$ cat src/rtl/core/microprice_velocity_window_macros.svh
// Assertion macros shared by the microprice velocity window RTL
`ifndef MICROPRICE_VELOCITY_WINDOW_MACROS_SVH
`define MICROPRICE_VELOCITY_WINDOW_MACROS_SVH

// checked outside reset
`define MPVW_ASSERT(label, prop, msg) \
  label: assert property (@(posedge clk) disable iff (rst) prop) else $error(msg);

// checked at every edge, reset included
`define MPVW_ASSERT_ALWAYS(label, prop, msg) \
  label: assert property (@(posedge clk) prop) else $error(msg);

`endif

$ cat src/rtl/core/mpvw_pkg.sv
// Shared types and constants for the microprice velocity window
package mpvw_pkg;

  localparam int MAX_WINDOW = 256;
  localparam int RING_DEPTH = MAX_WINDOW + 1;
  localparam int IDX_W      = $clog2(RING_DEPTH);
  localparam int WIN_W      = 9;
  localparam int CNT_W      = $clog2(RING_DEPTH + 1);
  localparam int DATA_W     = 32;
  localparam int DP_W       = DATA_W + 1;
  localparam int SUM_W      = 41;
  localparam int W7_W       = 12;
  localparam int NUM_W      = 45;
  localparam int DEN_W      = 12;
  localparam int DIV_STEPS  = NUM_W;
  localparam int STEP_W     = $clog2(DIV_STEPS + 1);

  localparam logic [WIN_W-1:0] WINDOW_RESET = WIN_W'(16);

  typedef struct packed {
    logic signed [DATA_W-1:0] mid_price;
    logic signed [DATA_W-1:0] ofi_sample;
    logic                     series_start;
  } mpvw_in_t;

  typedef struct packed {
    logic signed [DATA_W-1:0] velocity;
    logic                     warmed_up;
    logic                     saturated;
  } mpvw_out_t;

  typedef struct packed {
    logic accept;
    logic read;
    logic calc;
    logic mul;
    logic add;
    logic absval;
    logic div_start;
    logic finish;
  } mpvw_cmd_t;

  typedef struct packed {
    logic warmed;
    logic div_done;
    logic out_free;
  } mpvw_status_t;

endpackage

$ cat src/rtl/core/mpvw_ctrl.sv
// Controller: sequences one item through read, calc, then (once warmed up) arithmetic and divide, and result load
module mpvw_ctrl
  import mpvw_pkg::*;
(
  input  logic         clk,
  input  logic         rst,
  input  logic         sample_valid,
  output logic         sample_stall,
  input  mpvw_status_t status,
  output mpvw_cmd_t    cmd
);

  `include "microprice_velocity_window_macros.svh"

  typedef enum logic [8:0] {
    S_IDLE = 9'b000000001,
    S_READ = 9'b000000010,
    S_CALC = 9'b000000100,
    S_MUL  = 9'b000001000,
    S_ADD  = 9'b000010000,
    S_ABS  = 9'b000100000,
    S_DIVS = 9'b001000000,
    S_DIVW = 9'b010000000,
    S_FIN  = 9'b100000000
  } state_t;

  state_t state;
  state_t state_next;

  always_comb begin
    state_next = state;
    case (state)
      S_IDLE: begin
        if (sample_valid) state_next = S_READ;
      end
      S_READ: state_next = S_CALC;
      S_CALC: state_next = status.warmed ? S_MUL : S_FIN;
      S_MUL:  state_next = S_ADD;
      S_ADD:  state_next = S_ABS;
      S_ABS:  state_next = S_DIVS;
      S_DIVS: state_next = S_DIVW;
      S_DIVW: begin
        if (status.div_done) state_next = S_FIN;
      end
      S_FIN: begin
        if (status.out_free) state_next = S_IDLE;
      end
      default: state_next = S_IDLE;
    endcase
  end

  always_ff @(posedge clk) begin
    if (rst) begin
      state <= S_IDLE;
    end else begin
      state <= state_next;
    end
  end

  assign sample_stall  = (state != S_IDLE);
  assign cmd.accept    = (state == S_IDLE) && sample_valid;
  assign cmd.read      = (state == S_READ);
  assign cmd.calc      = (state == S_CALC);
  assign cmd.mul       = (state == S_MUL);
  assign cmd.add       = (state == S_ADD);
  assign cmd.absval    = (state == S_ABS);
  assign cmd.div_start = (state == S_DIVS);
  assign cmd.finish    = (state == S_FIN);

  `MPVW_ASSERT(a_accept_reads, cmd.accept |=> (state == S_READ), "accepted item not read next")
  `MPVW_ASSERT(a_div_wait, (state == S_DIVS) |=> !status.div_done, "divider done too early")
  `MPVW_ASSERT(a_fin_hold, (state == S_FIN && !status.out_free) |=> (state == S_FIN), "result dropped while output full")

endmodule

$ cat config.mk
export PLATFORM = sky130hd
export DESIGN_NAME = mpvw_ctrl
export DESIGN_NICKNAME = d
export VERILOG_FILES = /design/src/rtl/core/mpvw_pkg.sv /design/src/rtl/core/mpvw_ctrl.sv
export VERILOG_INCLUDE_DIRS = /design/src /design/src/rtl/core
export SDC_FILE = /design/constraint.sdc
export NUM_CORES = 1
export LEC_CHECK = 0
export ABC_AREA = 0
export BUFFER_PORTS_ARGS = -buffer_cell sky130_fd_sc_hd__buf_2
export CAP_MARGIN = 25
export CORE_MARGIN = 2
export CORE_UTILIZATION = 40
export CTS_BUF_LIST = sky130_fd_sc_hd__clkbuf_4 sky130_fd_sc_hd__clkbuf_8
export CTS_CLUSTER_DIAMETER = 80
export DETAILED_ROUTE_END_ITERATION = 7
export GPL_TIMING_DRIVEN = 0
export MAX_ROUTING_LAYER = met4
export PLACE_DENSITY = 0.72
export REMOVE_ABC_BUFFERS = 1
export SLEW_MARGIN = 25
export SYNTH_ARGS = -nofsm -noshare
export SYNTH_HDL_FRONTEND = slang
export SYNTH_SLANG_ARGS = --single-unit
$ cat constraint.sdc
create_clock -name clk -period 2 [get_ports clk]
set_input_delay 0.2 -clock clk [delete_from_list [all_inputs] [get_ports clk]]
set_output_delay 0.2 -clock clk [all_outputs]
set_load 0.005 [all_outputs]
# Yosys cells after proc, flatten, opt, wreduce, memory -nomap -nowiden
# Cells that the tools add are included.
[classes] reduce_logical=2 n_eq_ne=13 mux=5
[ops] operator="$pmux 9 s9" n=1
[ops] operator="$mux 9" n=4
[ops] operator="$eq 9x1->1 const B" n=1
[ops] operator="$eq 9x2->1 const B" n=1
[ops] operator="$eq 9x3->1 const B" n=1
[ops] operator="$eq 9x4->1 const B" n=1
[ops] operator="$eq 9x5->1 const B" n=1
[ops] operator="$eq 9x6->1 const B" n=1
[ops] operator="$eq 9x7->1 const B" n=1
[ops] operator="$eq 9x8->1 const B" n=1
[ops] operator="$eq 9x9->1 const B" n=1
[ops] operator="$ne 9x1->1 const B" n=1
[ops] operator="$ne 2x2->1 const B" n=3
[ops] operator="$reduce_and 3->1" n=1
[ops] operator="$logic_and 1x1->1" n=1
[word_totals] wordCells=21 register_bits=9 input_bits=6

# Logic depth before layout (Yosys ltp)
[logic_depth] depth_word=3 ltp_mapped=4 depth_no_buf=4

# Least setup slack after synthesis
# OpenSTA, ideal clock, no wires.
[synth_path] path_kind="register to register" from="register state[4]" to="register state[2]" path_stages_with_launch=5 t_arrival_ns=1.242 path_buffers=0 required_ns=1.884 setup_time_ns=0.116 period_less_slack_ns=1.358 path_slack_ns=0.642 path_cell_list="dfxtp_1 nor4_4 and4_4 a21oi_2 and4_1"
[synth_via] elab_chain_cells=3 elab_cells_between_ends=14
[synth_rtl] element="start, declared" line_no="mpvw_ctrl.sv:27" rtl="state_t state;"
[synth_rtl] element="start signal, assigned" line_no="mpvw_ctrl.sv:56" rtl="state <= state_next;"
[synth_rtl] element="$eq 9x8->1 (tied with other cells)" line_no="mpvw_ctrl.sv:32" rtl="case (state)"
[synth_rtl] element="$ne 2x2->1 (no line)"
[synth_rtl] element="$reduce_and 3->1 (no line)"
# Parallel ways exist; a longest one is shown, timed or not.
# A chain may end at the register's enable or synchronous reset.

==> flow_summary.json <==
{
  "die_area_um2": 1690,
  "ir_worst_vdd_mv": 0.337,
  "final_max_slew_viol_count": 0,
  "fp.coreArea_um2": 1300,
  "worstMarginPinSlew_ps": 378,
  "largest_reg_flops": 9,
  "setup_tns_ps": 0,
  "cts_buffers": 3,
  "via_count": 530,
  "seqPwrFrac_pct": 47.1,
  "finClkSkew_ps": 2.47,
  "drt_iter0_drc": 8,
  "grt.overflow.total": 0,
  "yosysUniqueCellTypes": 28,
  "hp-class": "primary input to flop",
  "fin_crit_sh_pct": 91.3,
  "largest_register": "state",
  "fill_cells": 146,
  "fp.dieW_um": 41.1,
  "synth_top_area_share_pct": 32.7,
  "place_inst": 89,
  "p_switching_uw": 102,
  "die_y_um": 41.1,
  "synth_seq_cells": 9,
  "cts.clk_slew.worst_paths_ps": 60,
  "switching_share_pct": 25.1,
  "cp-start-kind": "flop",
  "power_density_nw_per_um2": 608,
  "reg_top3": "state (9)",
  "gp_congestion": 0.889,
  "finalHoldViolations": 0,
  "routed_via_density": 5.70,
  "final.min_clock_period_ps": 1830,
  "grt_pass1_wl_um": 1980,
  "grt_pass1_vias": 443,
  "drt-total-wl_um": 1250,
  "htree_levels": 1,
  "clk_latency_ps": 270,
  "path_class": "flop to output port",
  "rsz0062_at_grt": "false",
  "holdWs_ps": 166,
  "combPwrFrac_pct": 15.1,
  "status": "complete, no violations",
  "ys_top_cells_by_area": "dfxtp_1, and4_1, and4b_2",
  "cts_setup_buffers": 0,
  "pin_count": 15,
  "placed_area_um2": 641,
  "syn_area_um2": 552,
  "grt_max_degree": 9,
  "postCtsHoldBufs": 0,
  "wl_per_cell_um": 13.5,
  "port_buffers": 14,
  "seq_area_frac_synth_pct": 32.7,
  "netlist_instances": 60,
  "antenna_found_initial": 0,
  "start_util_pct": 42.4,
  "final_util_pct": 51.5,
  "cts-root-buf": "clkbuf_4",
  "firstDrtPassIters": 4,
  "stdcell_count": 93,
  "max-slew-margin-rel_pct": 74.6,
  "area_delta_synth_final_pct": 21.5,
  "grt_usage_pct": 20.0,
  "clock-sinks": 9,
  "ant_nets": 0,
  "final-setup-viol-count": 0,
  "final_cell_area_um2": 671,
  "cp-end-kind": "output port",
  "cp_data_arrival_time_ps": 1630,
  "fmax_mhz": 548,
  "required_ps": 1800,
  "fin_nets": 85,
  "cts_resized": 0,
  "clockBufferDepth": 2,
  "synth.avg_cell_area_um2": 9.20,
  "cts_tree": "built",
  "power_frac_clock_pct": 37.9,
  "route.detailed.drc": 0,
  "cap_viol_max_count": 0,
  "dpl.hpwl_um": 906,
  "critical_path.max_fanout": 7,
  "rows": 13,
  "diodes": 0,
  "ys_warn_count": 0,
  "p_int_uw": 305,
  "yosysTopAreaCell": "dfxtp_1",
  "layout_commonest_cell": "buf_2",
  "drive_gt1_share_pct": 34.6,
  "cellLeakagePower_nw": 0.322,
  "layout_common_cells": "buf_2, dfxtp_1, nor2_1"
}
[final timing paths]
check / from / end / slack (ps) / cells after the start
max reg2reg: state[4] / state[8] / 480 / 4
min reg2reg: state[2] / state[3] / 660 / 2
max: state[4] / cmd[7] / 170 / 4
min: rst / state[8] / 170 / 2
[power groups by stage]
stage | Sequential [mW] | Combinational [mW] | Clock [mW]
floorplan | 0.194 | 0.0411 | 0
global placement | 0.196 | 0.0593 | 0
detailed placement | 0.196 | 0.0600 | 0
CTS | 0.192 | 0.0605 | 0.161
global route | 0.193 | 0.0697 | 0.173
finish | 0.192 | 0.0614 | 0.155
[layer usage]
layer	wire length (um)	global-route usage (%)	up-vias
met5	0	-	-
met4	11	9.68	0
met3	92	11.4	3
met2	534	25.0	15
met1	616	25.2	242
li1	-	-	270
[synthesized netlist by cell type (all sizes together)]
| cell type | instances |
|---|---|
| o21ai | 2 |
| o2111ai | 2 |
| nor3b | 3 |
| nand4b | 2 |
| a31oi | 1 |
| nor2 | 5 |
| nand2 | 1 |
| xor2 | 3 |
| and3 | 1 |
| and2b | 1 |
| nand4 | 3 |
| and4b | 3 |
| and2 | 2 |
| a21oi | 2 |
| and4 | 6 |
| nand3 | 2 |
| nor3 | 3 |
| or2 | 1 |
| nor4 | 2 |
| dfxtp | 9 |
| inv | 4 |
| nor2b | 2 |
[metrics by stage]
step / setup slack, ps / power, mW
after floorplan: 642 / 0.236
after CTS: 172 / 0.413
after global routing: 62.7 / 0.435
final: 175 / 0.408
after global placement: 474 / 0.255
after detailed placement: 470 / 0.256
[kinds of logic (layout without fill, tap and decap cells)]
family	count (synthesis)	count (layout)	synth area share, %
compound gates	7	7	8.62
xor+xnor	3	3	4.76
buf+inv	4	22	2.72
flops	9	9	32.7
simple gates	37	37	51.3
[area by class of cell]
class	count	area, um^2	share of cell area (%)
clock buffers	4	30.0	4.48
inverters	4	15.0	2.24
multi-input cells	47	357	53.2
flip-flops and latches	9	180	26.9
well taps	15	18.8	2.80
repair buffers	14	70.1	10.4
[critical path: stages, from the launching register on]
cell,delay (ps)
dfxtp_1,380
nor4_4,440
and4_4,300
and2_4,140
buf_2,100
No activity file was read; power rests on OpenSTA's default activity.
